==> src/rtl/core/rpbt_pkg.sv <==
// Shared types and constants for the RGB pixel blend and tint unit.
package rpbt_pkg;

	localparam int PIX_W   = 24;
	localparam int CHAN_W  = 8;
	localparam int NUM_CH  = 3;
	localparam int LEVEL_W = 9;
	localparam int GAIN_W  = 16;
	localparam int SUM_W   = 10;
	localparam int MUL_A_W = SUM_W;
	localparam int PROD_W  = MUL_A_W + GAIN_W;
	localparam int ALU_W   = 11;
	localparam int CFG_IDX_W  = 3;
	localparam int CFG_DATA_W = 16;

	// Fraction bits dropped after the multiply.
	localparam int GAIN_FRAC = 8;
	localparam int GREY_FRAC = 16;

	typedef enum logic [1:0] {
		MODE_BLEND  = 2'd0,
		MODE_BRIGHT = 2'd1,
		MODE_GAIN   = 2'd2,
		MODE_GREY   = 2'd3
	} op_mode_t;

	typedef enum logic [CFG_IDX_W-1:0] {
		REG_OP_MODE    = 3'd0,
		REG_LEVEL      = 3'd1,
		REG_GAIN_RED   = 3'd2,
		REG_GAIN_GREEN = 3'd3,
		REG_GAIN_BLUE  = 3'd4
	} cfg_reg_t;

	localparam logic [GAIN_W-1:0] GAIN_ONE = 16'd256;

	// ceil(2^16 * k) for k = 3/10, 4/15, 19/30; exact floor over sum 0..765.
	localparam logic [GAIN_W-1:0] GREY_COEF [NUM_CH] = '{16'd19661, 16'd17477, 16'd41507};

	typedef struct packed {
		op_mode_t                   mode;
		logic signed [LEVEL_W-1:0]  level;
	} rpbt_ctrl_t;

endpackage

==> src/rtl/core/rpbt_in_if.sv <==
// Input channel: source and destination pixel beat.
interface rpbt_in_if;
	logic                          valid;
	logic                          ready;
	logic [rpbt_pkg::PIX_W-1:0]    src_pixel;
	logic [rpbt_pkg::PIX_W-1:0]    dest_pixel;

	modport source (output valid, output src_pixel, output dest_pixel, input ready);
	modport sink (input valid, input src_pixel, input dest_pixel, output ready);
endinterface

==> src/rtl/core/rpbt_out_if.sv <==
// Output channel: result pixel beat.
interface rpbt_out_if;
	logic                          valid;
	logic                          ready;
	logic [rpbt_pkg::PIX_W-1:0]    out_pixel;

	modport source (output valid, output out_pixel, input ready);
	modport sink (input valid, input out_pixel, output ready);
endinterface

==> src/rtl/core/rpbt_cfg_if.sv <==
// Configuration write channel: register index and write data.
interface rpbt_cfg_if;
	logic                               valid;
	logic                               ready;
	logic [rpbt_pkg::CFG_IDX_W-1:0]     index;
	logic [rpbt_pkg::CFG_DATA_W-1:0]    data;

	modport source (output valid, output index, output data, input ready);
	modport sink (input valid, input index, input data, output ready);
endinterface

==> src/rtl/core/rpbt_lane.sv <==
// One color channel lane: saturating add path and multiply path.
module rpbt_lane (
	input  logic                              clk,
	input  logic                              en,
	input  rpbt_pkg::rpbt_ctrl_t              ctrl,
	input  rpbt_pkg::op_mode_t                mode_s1,
	input  logic [rpbt_pkg::CHAN_W-1:0]       src,
	input  logic [rpbt_pkg::CHAN_W-1:0]       dst,
	input  logic [rpbt_pkg::SUM_W-1:0]        sum,
	input  logic [rpbt_pkg::GAIN_W-1:0]       gain,
	input  logic [rpbt_pkg::GAIN_W-1:0]       coef,
	output logic [rpbt_pkg::CHAN_W-1:0]       chan
);

	localparam int AW = rpbt_pkg::ALU_W;
	localparam int CW = rpbt_pkg::CHAN_W;
	localparam int GT_W = rpbt_pkg::PROD_W - rpbt_pkg::GAIN_FRAC;
	localparam int YT_W = rpbt_pkg::PROD_W - rpbt_pkg::GREY_FRAC;

	logic signed [AW-1:0]             lvl_x;
	logic signed [AW-1:0]             src_x;
	logic signed [AW-1:0]             dst_x;
	logic signed [AW-1:0]             sub_w;
	logic signed [AW-1:0]             sub_pos_w;
	logic signed [AW-1:0]             add_w;
	logic [CW-1:0]                    sat_w;
	logic [rpbt_pkg::MUL_A_W-1:0]     mul_a;
	logic [rpbt_pkg::GAIN_W-1:0]      mul_b;
	logic [CW-1:0]                    sat_s1;
	logic [rpbt_pkg::PROD_W-1:0]      prod_s1;
	logic [GT_W-1:0]                  gain_t;
	logic [YT_W-1:0]                  grey_t;

	always_comb begin
		lvl_x = {{(AW-rpbt_pkg::LEVEL_W){ctrl.level[rpbt_pkg::LEVEL_W-1]}}, ctrl.level};
		src_x = $signed({{(AW-CW){1'b0}}, src});
		dst_x = $signed({{(AW-CW){1'b0}}, dst});
		sub_w = src_x - lvl_x;
		sub_pos_w = sub_w[AW-1] ? '0 : sub_w;
		if (ctrl.mode == rpbt_pkg::MODE_BLEND) begin
			add_w = sub_pos_w + dst_x;
		end else begin
			add_w = src_x + lvl_x;
		end
		if (add_w[AW-1]) begin
			sat_w = '0;
		end else if (|add_w[AW-2:CW]) begin
			sat_w = '1;
		end else begin
			sat_w = add_w[CW-1:0];
		end
		if (ctrl.mode == rpbt_pkg::MODE_GREY) begin
			mul_a = sum;
			mul_b = coef;
		end else begin
			mul_a = {{(rpbt_pkg::MUL_A_W-CW){1'b0}}, src};
			mul_b = gain;
		end
	end

	always_ff @(posedge clk) begin
		if (en) begin
			sat_s1  <= sat_w;
			prod_s1 <= mul_a * mul_b;
		end
	end

	always_comb begin
		gain_t = prod_s1[rpbt_pkg::PROD_W-1:rpbt_pkg::GAIN_FRAC];
		grey_t = prod_s1[rpbt_pkg::PROD_W-1:rpbt_pkg::GREY_FRAC];
		case (mode_s1)
			rpbt_pkg::MODE_GAIN: chan = (|gain_t[GT_W-1:CW]) ? '1 : gain_t[CW-1:0];
			rpbt_pkg::MODE_GREY: chan = (|grey_t[YT_W-1:CW]) ? '1 : grey_t[CW-1:0];
			default:             chan = sat_s1;
		endcase
	end

endmodule

==> src/rtl/core/rpbt_merge.sv <==
// Merge stage: packs the lane channels into the registered output beat.
module rpbt_merge (
	input  logic                              clk,
	input  logic                              arst_n,
	input  logic                              valid_s1,
	output logic                              ready_s1,
	input  logic [rpbt_pkg::CHAN_W-1:0]       chan [rpbt_pkg::NUM_CH],
	rpbt_out_if.source                        px_out
);

	logic                             valid_s2;
	logic [rpbt_pkg::PIX_W-1:0]       pix_s2;

	assign ready_s1 = !valid_s2 || px_out.ready;

	always_ff @(posedge clk or negedge arst_n) begin
		if (!arst_n) begin
			valid_s2 <= 1'b0;
		end else if (ready_s1) begin
			valid_s2 <= valid_s1;
		end
	end

	// lane 0 is red, in the top byte
	always_ff @(posedge clk) begin
		if (ready_s1 && valid_s1) begin
			pix_s2 <= {chan[0], chan[1], chan[2]};
		end
	end

	assign px_out.valid     = valid_s2;
	assign px_out.out_pixel = pix_s2;

endmodule

==> src/rtl/core/rgb_pixel_blend_and_tint_top.sv <==
// Top level of the RGB pixel blend and tint unit.
// An input beat passes the lane register and then the output register to reach the output.
// Throughput: one pixel per cycle unless stalled; three lanes and merge stage run in step.
// A stalled output holds one result; the lane stage takes a new beat only while empty.
// Reset: pipeline valid bits clear; op_mode = blend, level = 0, gains = 1.0.
// Configuration writes are taken every cycle and apply to beats accepted afterward.
module rgb_pixel_blend_and_tint_top (
	input  logic          clk,
	input  logic          arst_n,
	rpbt_cfg_if.sink      cfg,
	rpbt_in_if.sink       px_in,
	rpbt_out_if.source    px_out
);

	localparam int CW = rpbt_pkg::CHAN_W;
	localparam int NC = rpbt_pkg::NUM_CH;

	rpbt_pkg::rpbt_ctrl_t             ctrl_q;
	logic [rpbt_pkg::GAIN_W-1:0]      gain_q [NC];
	rpbt_pkg::op_mode_t               mode_s1;
	logic                             valid_s1;
	logic                             merge_rdy;
	logic                             load;
	logic [rpbt_pkg::SUM_W-1:0]       sum;
	logic [CW-1:0]                    chan [NC];

	assign cfg.ready = 1'b1;

	always_ff @(posedge clk or negedge arst_n) begin
		if (!arst_n) begin
			ctrl_q.mode  <= rpbt_pkg::MODE_BLEND;
			ctrl_q.level <= '0;
			gain_q[0]    <= rpbt_pkg::GAIN_ONE;
			gain_q[1]    <= rpbt_pkg::GAIN_ONE;
			gain_q[2]    <= rpbt_pkg::GAIN_ONE;
		end else if (cfg.valid) begin
			case (cfg.index)
				rpbt_pkg::REG_OP_MODE:    ctrl_q.mode  <= rpbt_pkg::op_mode_t'(cfg.data[1:0]);
				rpbt_pkg::REG_LEVEL:      ctrl_q.level <= cfg.data[rpbt_pkg::LEVEL_W-1:0];
				rpbt_pkg::REG_GAIN_RED:   gain_q[0]    <= cfg.data;
				rpbt_pkg::REG_GAIN_GREEN: gain_q[1]    <= cfg.data;
				rpbt_pkg::REG_GAIN_BLUE:  gain_q[2]    <= cfg.data;
				default: ;
			endcase
		end
	end

	assign px_in.ready = !valid_s1 || merge_rdy;
	assign load = px_in.valid && px_in.ready;

	always_ff @(posedge clk or negedge arst_n) begin
		if (!arst_n) begin
			valid_s1 <= 1'b0;
			mode_s1  <= rpbt_pkg::MODE_BLEND;
		end else if (px_in.ready) begin
			valid_s1 <= px_in.valid;
			mode_s1  <= ctrl_q.mode;
		end
	end

	// grey tint needs R+G+B in every lane
	assign sum = rpbt_pkg::SUM_W'(px_in.src_pixel[23:16])
		+ rpbt_pkg::SUM_W'(px_in.src_pixel[15:8])
		+ rpbt_pkg::SUM_W'(px_in.src_pixel[7:0]);

	for (genvar k = 0; k < NC; k++) begin : g_lane
		rpbt_lane u_lane (
			.clk     (clk),
			.en      (load),
			.ctrl    (ctrl_q),
			.mode_s1 (mode_s1),
			.src     (px_in.src_pixel[CW*(NC-k)-1 -: CW]),
			.dst     (px_in.dest_pixel[CW*(NC-k)-1 -: CW]),
			.sum     (sum),
			.gain    (gain_q[k]),
			.coef    (rpbt_pkg::GREY_COEF[k]),
			.chan    (chan[k])
		);
	end

	rpbt_merge u_merge (
		.clk      (clk),
		.arst_n   (arst_n),
		.valid_s1 (valid_s1),
		.ready_s1 (merge_rdy),
		.chan     (chan),
		.px_out   (px_out)
	);

	a_ready_when_empty: assert property (@(posedge clk) disable iff (!arst_n)
		!valid_s1 |-> px_in.ready)
		else $error("input stalled with empty lane stage");

	a_hold_on_stall: assert property (@(posedge clk) disable iff (!arst_n)
		(valid_s1 && !merge_rdy) |=> (valid_s1 && $stable(mode_s1)))
		else $error("lane stage item lost or mode changed during stall");

	a_load_fills: assert property (@(posedge clk) disable iff (!arst_n)
		load |=> valid_s1)
		else $error("accepted beat missing from lane stage");

	a_out_fed: assert property (@(posedge clk) disable iff (!arst_n)
		(valid_s1 && merge_rdy) |=> px_out.valid)
		else $error("lane result not moved to output register");

endmodule

==> src/flat_wrapper.sv <==
// flat-port wrapper written by rule: the top's interface ports become plain ports
module rgb_pixel_blend_and_tint_top_flat 
  (clk, arst_n, cfg_valid, cfg_index, cfg_data, cfg_ready, px_in_valid, px_in_src_pixel, px_in_dest_pixel, px_in_ready, px_out_valid, px_out_out_pixel, px_out_ready);
  rpbt_cfg_if cfg_i ();
  rpbt_in_if px_in_i ();
  rpbt_out_if px_out_i ();
  input  logic clk;
  input  logic arst_n;
  input wire logic [$bits(cfg_i.valid)-1:0] cfg_valid;
  input wire logic [$bits(cfg_i.index)-1:0] cfg_index;
  input wire logic [$bits(cfg_i.data)-1:0] cfg_data;
  output wire logic [$bits(cfg_i.ready)-1:0] cfg_ready;
  input wire logic [$bits(px_in_i.valid)-1:0] px_in_valid;
  input wire logic [$bits(px_in_i.src_pixel)-1:0] px_in_src_pixel;
  input wire logic [$bits(px_in_i.dest_pixel)-1:0] px_in_dest_pixel;
  output wire logic [$bits(px_in_i.ready)-1:0] px_in_ready;
  output wire logic [$bits(px_out_i.valid)-1:0] px_out_valid;
  output wire logic [$bits(px_out_i.out_pixel)-1:0] px_out_out_pixel;
  input wire logic [$bits(px_out_i.ready)-1:0] px_out_ready;
  assign cfg_i.valid = cfg_valid;
  assign cfg_i.index = cfg_index;
  assign cfg_i.data = cfg_data;
  assign cfg_ready = cfg_i.ready;
  assign px_in_i.valid = px_in_valid;
  assign px_in_i.src_pixel = px_in_src_pixel;
  assign px_in_i.dest_pixel = px_in_dest_pixel;
  assign px_in_ready = px_in_i.ready;
  assign px_out_valid = px_out_i.valid;
  assign px_out_out_pixel = px_out_i.out_pixel;
  assign px_out_i.ready = px_out_ready;
  rgb_pixel_blend_and_tint_top u_core (.clk(clk), .arst_n(arst_n), .cfg(cfg_i), .px_in(px_in_i), .px_out(px_out_i));
endmodule
==> config.mk <==
export PLATFORM = sky130hd
export DESIGN_NAME = rgb_pixel_blend_and_tint_top_flat
export DESIGN_NICKNAME = d
export VERILOG_FILES = /design/src/rtl/core/rpbt_pkg.sv /design/src/rtl/core/rpbt_in_if.sv /design/src/rtl/core/rpbt_out_if.sv /design/src/rtl/core/rpbt_cfg_if.sv /design/src/rtl/core/rpbt_lane.sv /design/src/rtl/core/rpbt_merge.sv /design/src/rtl/core/rgb_pixel_blend_and_tint_top.sv /design/src/flat_wrapper.sv
export SDC_FILE = /design/constraint.sdc
export NUM_CORES = 1
export LEC_CHECK = 0
export BUFFER_PORTS_ARGS = -buffer_cell sky130_fd_sc_hd__buf_2
export CAP_MARGIN = 20
export CELL_PAD_IN_SITES_DETAIL_PLACEMENT = 1
export CELL_PAD_IN_SITES_GLOBAL_PLACEMENT = 1
export CORE_MARGIN = 2
export CORE_UTILIZATION = 46
export DETAILED_ROUTE_END_ITERATION = 12
export HOLD_SLACK_MARGIN = 0.02
export PLACE_DENSITY_LB_ADDON = 0.08
export SYNTH_ARGS = -nofsm -noshare
export SYNTH_HDL_FRONTEND = slang
export SYNTH_HIERARCHICAL = 1
export SYNTH_SLANG_ARGS = --single-unit
==> constraint.sdc <==
create_clock -name clk -period 5.9 [get_ports clk]
set_input_delay 0.59 -clock clk [delete_from_list [all_inputs] [get_ports clk]]
set_output_delay 0.59 -clock clk [all_outputs]
set_load 0.03 [all_outputs]
==> results.toml, run 1 <==
[outcome]
status = "complete, but fails checks"
violations = "negative setup slack"

[finish]
seqCellArea_um2 = 4640
multiInputGateArea_um2 = 22100
fin_nets = 4287
final-instance-count-excl-fill = 4384
final_util = 0.615
fill_cells = 6530
layout-drive-gt1-share = 0.281
syn2layout_area_growth_pct = 32.9

[place]
place.gp.congestion = 0.946
io_buffer_count = 97
dp.cells = 4287
dp_hpwl_mm = 75.8

[setup_path]
slowest_stage = "fa_2"
cp_slowest_stage_delay_ns = 0.66
reg2reg_to = "u_core/g_lane[1].u_lane/prod_s1[19]$_DFFE_PP_"
path_common_cell = "fa_1"
regToRegSetupSlack_ns = -0.54
critPathRequiredTime_ns = 6.20
rr_startpoint = "u_core/ctrl_q[9]$_DFFE_PN0P_"
reg2reg_depth = 24
cp-end-kind = "flip-flop"
arrival_ns = 7.47
critPathMaxFanout = 4
critPathKind = "input port to flip-flop"
cp-start-kind = "input port"

[cts]
cts_root_buffer = "clkbuf_16"
cts_tree = "done"
path_clk_slew_ns = 0.08
cts_buffers = 17
cts_buffer_depth = 2
hold_buffers = 0
worstSkewPairLatency_ns = 0.51
htreeDepth = 4
cts_sinks = 165

[timing]
finClkSkew_ns = 0.0132
final-hold-violation-count = 0
worstMarginPinSlew_ns = 1.00
report.final.slew_viol_count = 0
finalCritPeriodShare = 1.21
max_clock_freq_mhz = 140
rsz0062_at_grt = "yes"
setup_ws_ns = -1.27
setup_violations = 54
period_minus_slack_ns = 7.17
slew_headroom = 0.326
hold_slack_ns = 0.238

[routing]
routed_wirelength_mm = 95.0
via_per_inst = 5.36
ant_nets = 0
wl_per_cell_um = 21.7
num_vias = 23500
drt_first_pass_iters = 5
drt-initial-drc-count = 1421
drc = 0

[logic_synthesis]
synth-simple-area-share = 0.178
synth_cell_types = 95
yosys_most_used_dff = "edfxtp_1"
synth_compound_area_frac = 0.102
synthAdderAreaFrac = 0.389
synthCells = 2893
synth_mux_area_frac = 0.0504
ys_seq_area_frac = 0.179
synth_edf_count = 102
synthArstFlopShare = 0.382
synthesis.area_um2 = 26000
syn_area_per_cell_um2 = 8.98
synth_top_family_by_area = "adder cells"
ys_warn_count = 6
synth_seq_cells = 165
yosys.area_share.xor_xnor = 0.0283

[die]
initial_core_util = 0.463
core_um2 = 56200
pin_count = 99
die_width_um = 242
fp.dieH_um = 242
row_count = 87
dieArea_um2 = 58400

[global_route]
antenna_found_initial = 10
grt_max_degree = 79
grt_pass1_vias = 26100
grt_overflow = 0
grt_pass1_wl_mm = 144
grt_use_total = 0.319

[min_path]
hp-class = "input port to async pin"

[job]
maxCapViolCount = 0
[sequential cells by signal (all words and copies together), names as in the netlist]
name and cells:
u_core/u_merge/px_out.out_pixel 24, u_core/u_merge/px_out.valid 1, u_core/valid_s1 1, u_core/gain_q 48, u_core/ctrl_q 11, u_core/g_lane.u_lane/prod_s1 54, u_core/g_lane.u_lane/sat_s1 24, u_core/mode_s1 2
[area by class of cell]
class	count	area share
multi-input combinational	2420	0.639
timing repair buffer	578	0.135
clock inverter	15	0.00540
clock buffer	17	0.0123
tap	756	0.0274
inverter	432	0.0470
antenna	1	0.0000724
sequential	165	0.134
[cell usage after synthesis, drive strengths merged (6+ instances only)]
cell / count / area [um2]
nand2: 501 / 1880
inv: 432 / 1620
fa: 345 / 6910
ha: 256 / 3200
nor2: 235 / 892
edfxtp: 102 / 3060
o21ai: 101 / 528
a21oi: 90 / 454
and2: 89 / 559
mux2: 64 / 724
dfrtp: 60 / 1500
mux2i: 58 / 584
xnor2: 55 / 482
clkbuf: 45 / 169
nor3: 42 / 221
xor2: 29 / 254
nor2b: 27 / 184
nand3: 26 / 143
o221ai: 26 / 234
a21o: 22 / 165
nand4: 22 / 138
o211ai: 20 / 150
and3: 18 / 113
buf: 18 / 118
nand2b: 17 / 114
o21bai: 17 / 131
a211oi: 16 / 135
o21a: 16 / 120
a31oi: 15 / 115
nor4: 14 / 93.8
or3: 13 / 81.3
o22ai: 11 / 68.8
a21boi: 10 / 78.8
a211o: 8 / 70.1
or2: 7 / 43.8
a221oi: 6 / 65.1
[what timing repair did]
action / 4_1_cts / 5_1_grt
endpoints found under the hold margin: 0 / 0
setup buffers: 45 / 28
endpoints found under the setup margin: 54 / 54
pin swaps: 78 / 134
resized for setup: 163 / 187
[critical path: cells and delay by family]
family          cells  cell delay (ns)
compound gates      7             1.57
fa+ha+maj           8             3.47
buf+inv             6             0.62
mux                 1             0.32
simple gates        5             0.89
[metrics by stage]
stage / worst slack [ns] / cell area, um2 / setup TNS [ns]
after floorplan: -1.11 / 27400 / -36.46
after global placement: -1.64 / 31700 / -71.61
after detailed placement: -1.86 / 31700 / -79.76
after CTS: -1.01 / 33500 / -39.43
after global routing: -1.41 / 34500 / -57.95
final: -1.27 / 34500 / -50.11
[worst max-delay path by stage]
stage | from | to
finish | px_in_src_pixel[10] | u_core/g_lane[1].u_lane/prod_s1[19]$_DFFE_PP_
floorplan | px_in_src_pixel[18] | u_core/g_lane[1].u_lane/prod_s1[25]$_DFFE_PP_
CTS | px_in_src_pixel[17] | u_core/g_lane[0].u_lane/prod_s1[25]$_DFFE_PP_
global placement | px_in_src_pixel[18] | u_core/g_lane[0].u_lane/prod_s1[25]$_DFFE_PP_
global route | px_in_src_pixel[10] | u_core/g_lane[1].u_lane/prod_s1[19]$_DFFE_PP_
detailed placement | px_in_src_pixel[0] | u_core/g_lane[0].u_lane/prod_s1[25]$_DFFE_PP_
[logic make-up after synthesis]
family / Yosys count
other: 2
muxes: 122
xor gates and xnor gates: 84
AOI/OAI and AO/OA: 394
adders and majority gates: 601
DFF: 165
buffers and inverters: 495
and+or+nand+nor: 1030
[placed cells by master, fill, tap and decap left out, types with 62 or more instances in the layout]
master,netlist,routed
nand2_1,500,471
inv_1,432,400
buf_4,4,396
fa_1,345,323
ha_1,256,211
nor2_1,233,199
conb_1,2,189
edfxtp_1,102,102
buf_2,4,91
o21ai_0,86,77
and2_1,88,71
buf_6,4,64
mux2_2,62,62
a21oi_1,89,62
[layer usage]
metal  wire [um]  share of wire  global-route usage
met1       41500           0.44               0.423
met2       46300           0.49               0.530
met3        4260          0.045              0.0503
met4        2780          0.029               0.109
met5          65        0.00068                   0
Power of run 1 is left out: the tool's default activity adds up to more than one toggle a clock period on the data nets, which glitch-free logic cannot reach.
==> run 2: changes to the inputs <==
BUFFER_PORTS_ARGS = default   (was -buffer_cell sky130_fd_sc_hd__buf_2)
CORE_MARGIN = default   (was 2)
CORE_UTILIZATION = 47   (was 46)
DONT_BUFFER_PORTS = 1   (was default)
==> results.toml, run 2 (same netlist as run 1, synthesis figures left out) <==
[die]
core_um2 = 54200
fp.dieH_um = 237
pin_count = 99
die_width_um = 237
row_count = 85
initial_core_util = 0.479
dieArea_um2 = 56200

[global_route]
grt_pass1_wl_mm = 142
grt_max_degree = 79
antenna_found_initial = 4
grt_pass1_vias = 25500
grt_use_total = 0.329
grt_overflow = 0

[timing]
max_clock_freq_mhz = 142
period_minus_slack_ns = 7.04
setup_violations = 54
final-hold-violation-count = 0
setup_ws_ns = -1.14
finalCritPeriodShare = 1.19
rsz0062_at_grt = "yes"
report.final.slew_viol_count = 0
slew_headroom = 0.202
finClkSkew_ns = 0.0158
hold_slack_ns = 0.235
worstMarginPinSlew_ns = 1.18

[cts]
htreeDepth = 4
cts_tree = "done"
worstSkewPairLatency_ns = 0.50
cts_sinks = 165
cts_root_buffer = "clkbuf_16"
path_clk_slew_ns = 0.08
cts_buffers = 17
cts_buffer_depth = 2

[routing]
drc = 0
num_vias = 22900
ant_nets = 0
drt-initial-drc-count = 1318
routed_wirelength_mm = 92.5
drt_first_pass_iters = 6
via_per_inst = 5.46
wl_per_cell_um = 22.1

[finish]
layout-drive-gt1-share = 0.242
syn2layout_area_growth_pct = 28.3
largest_reg_flops = 54
regMostFlops = "u_core/g_lane.u_lane/prod_s1"
fill_cells = 6260
layout_common_cells = "nand2_1, inv_1, buf_4, fa_1, ha_1"
layout.cells.most_common = "nand2_1"
fin_nets = 4148
largest_registers = "u_core/g_lane.u_lane/prod_s1: 54 flops, u_core/gain_q: 48 flops"

[setup_path]
critPathRequiredTime_ns = 6.15
critPathKind = "input port to flip-flop"
crit_family = "adder cells"
crit_path_start = "px_in_src_pixel[1]"
worst-path-buf-inv = 11
arrival_ns = 7.29
cp_slowest_stage_delay_ns = 0.51
slowest_stage = "fa_1"
rr_startpoint = "u_core/ctrl_q[9]$_DFFE_PN0P_"
cp-end-kind = "flip-flop"
path_common_cell = "fa_1"
critPathMaxFanout = 6
cp-start-kind = "input port"

[min_path]
hold_path_startpoint = "cfg_data[2]"
hp-class = "input port to flip-flop"

[outcome]
violations = "negative setup slack"
status = "complete, but fails checks"

[job]
maxCapViolCount = 0

[place]
dp_hpwl_mm = 73.7
place.gp.congestion = 0.919
io_buffer_count = 0
## run 2: stage by stage
stage | instances | utilization | setup WS [ns] | TNS (ns) | cell area [um2]
floorplan | 3080 | - | -1.11 | -36.46 | 27400
global placement | 4093 | 0.571 | -1.61 | -61.77 | 31000
detailed placement | 4093 | 0.571 | -1.82 | -71.19 | 31000
CTS | 4152 | 0.596 | -0.975 | -36.96 | 32300
global route | 4187 | 0.615 | -1.30 | -53.43 | 33300
finish | 4188 | 0.615 | -1.14 | -45.60 | 33300
## run 2: metal layers
metal  routed length (um)  share of wire  GRT usage
met1                39500           0.43      0.426
met3                 4730          0.051     0.0573
met5                   26        0.00028          0
met2                45200           0.49      0.559
met4                 3020          0.033      0.105
## run 2: repair_timing
item,CTS,global route
gates resized for setup,87,164
hold buffers,2,0
setup endpoints to repair,54,54
cloned,1,2
pin swaps,58,99
setup buffers,28,34
endpoints found under the hold margin,63,0
## run 2: worst paths after layout
check	end	cells past startpoint	slack, ns
max	u_core/g_lane[1].u_lane/prod_s1[22]$_DFFE_PP_	31	-1.14
min	u_core/gain_q[18]$_DFFE_PN0P_	1	0.23
max reg2reg	u_core/g_lane[1].u_lane/prod_s1[22]$_DFFE_PP_	24	-0.45
min reg2reg	u_core/gain_q[13]$_DFFE_PN0P_	1	0.52
max in group asynchronous	u_core/gain_q[40]$_DFFE_PN1P_	2	4.93
min in group asynchronous	u_core/gain_q[14]$_DFFE_PN0P_	2	0.63
## run 2: layout make-up
| class | count | area [um2] | share of cell area |
|---|---|---|---|
| diodes | 4 | 10.0 | 0.000300 |
| multi-input cells | 2420 | 21800 | 0.653 |
| repair buffers | 439 | 3850 | 0.115 |
| clock inverters | 14 | 141 | 0.00424 |
| flip-flops and latches | 165 | 4640 | 0.139 |
| clock buffers | 18 | 429 | 0.0129 |
| inverters | 432 | 1620 | 0.0486 |
| well taps | 696 | 871 | 0.0261 |
## run 2: worst register-to-register path, cell delays in order, from the launching register on
cell and delay [ns]:
dfrtp_1 0.48, buf_4 0.24, nand2_1 0.21, buf_4 0.28, buf_4 0.23, nand2_1 0.07
nand2_1 0.12, nand2_1 0.10, fa_1 0.48, fa_1 0.55, inv_1 0.05, fa_1 0.45
fa_1 0.50, inv_1 0.06, fa_1 0.49, inv_1 0.06, ha_1 0.33, nand2_2 0.15
or3_4 0.40, nor2_1 0.15, nand3_2 0.17, buf_4 0.19, a31oi_4 0.17, nor2_2 0.07
xnor2_1 0.14
Power of run 2 is left out for the same reason.
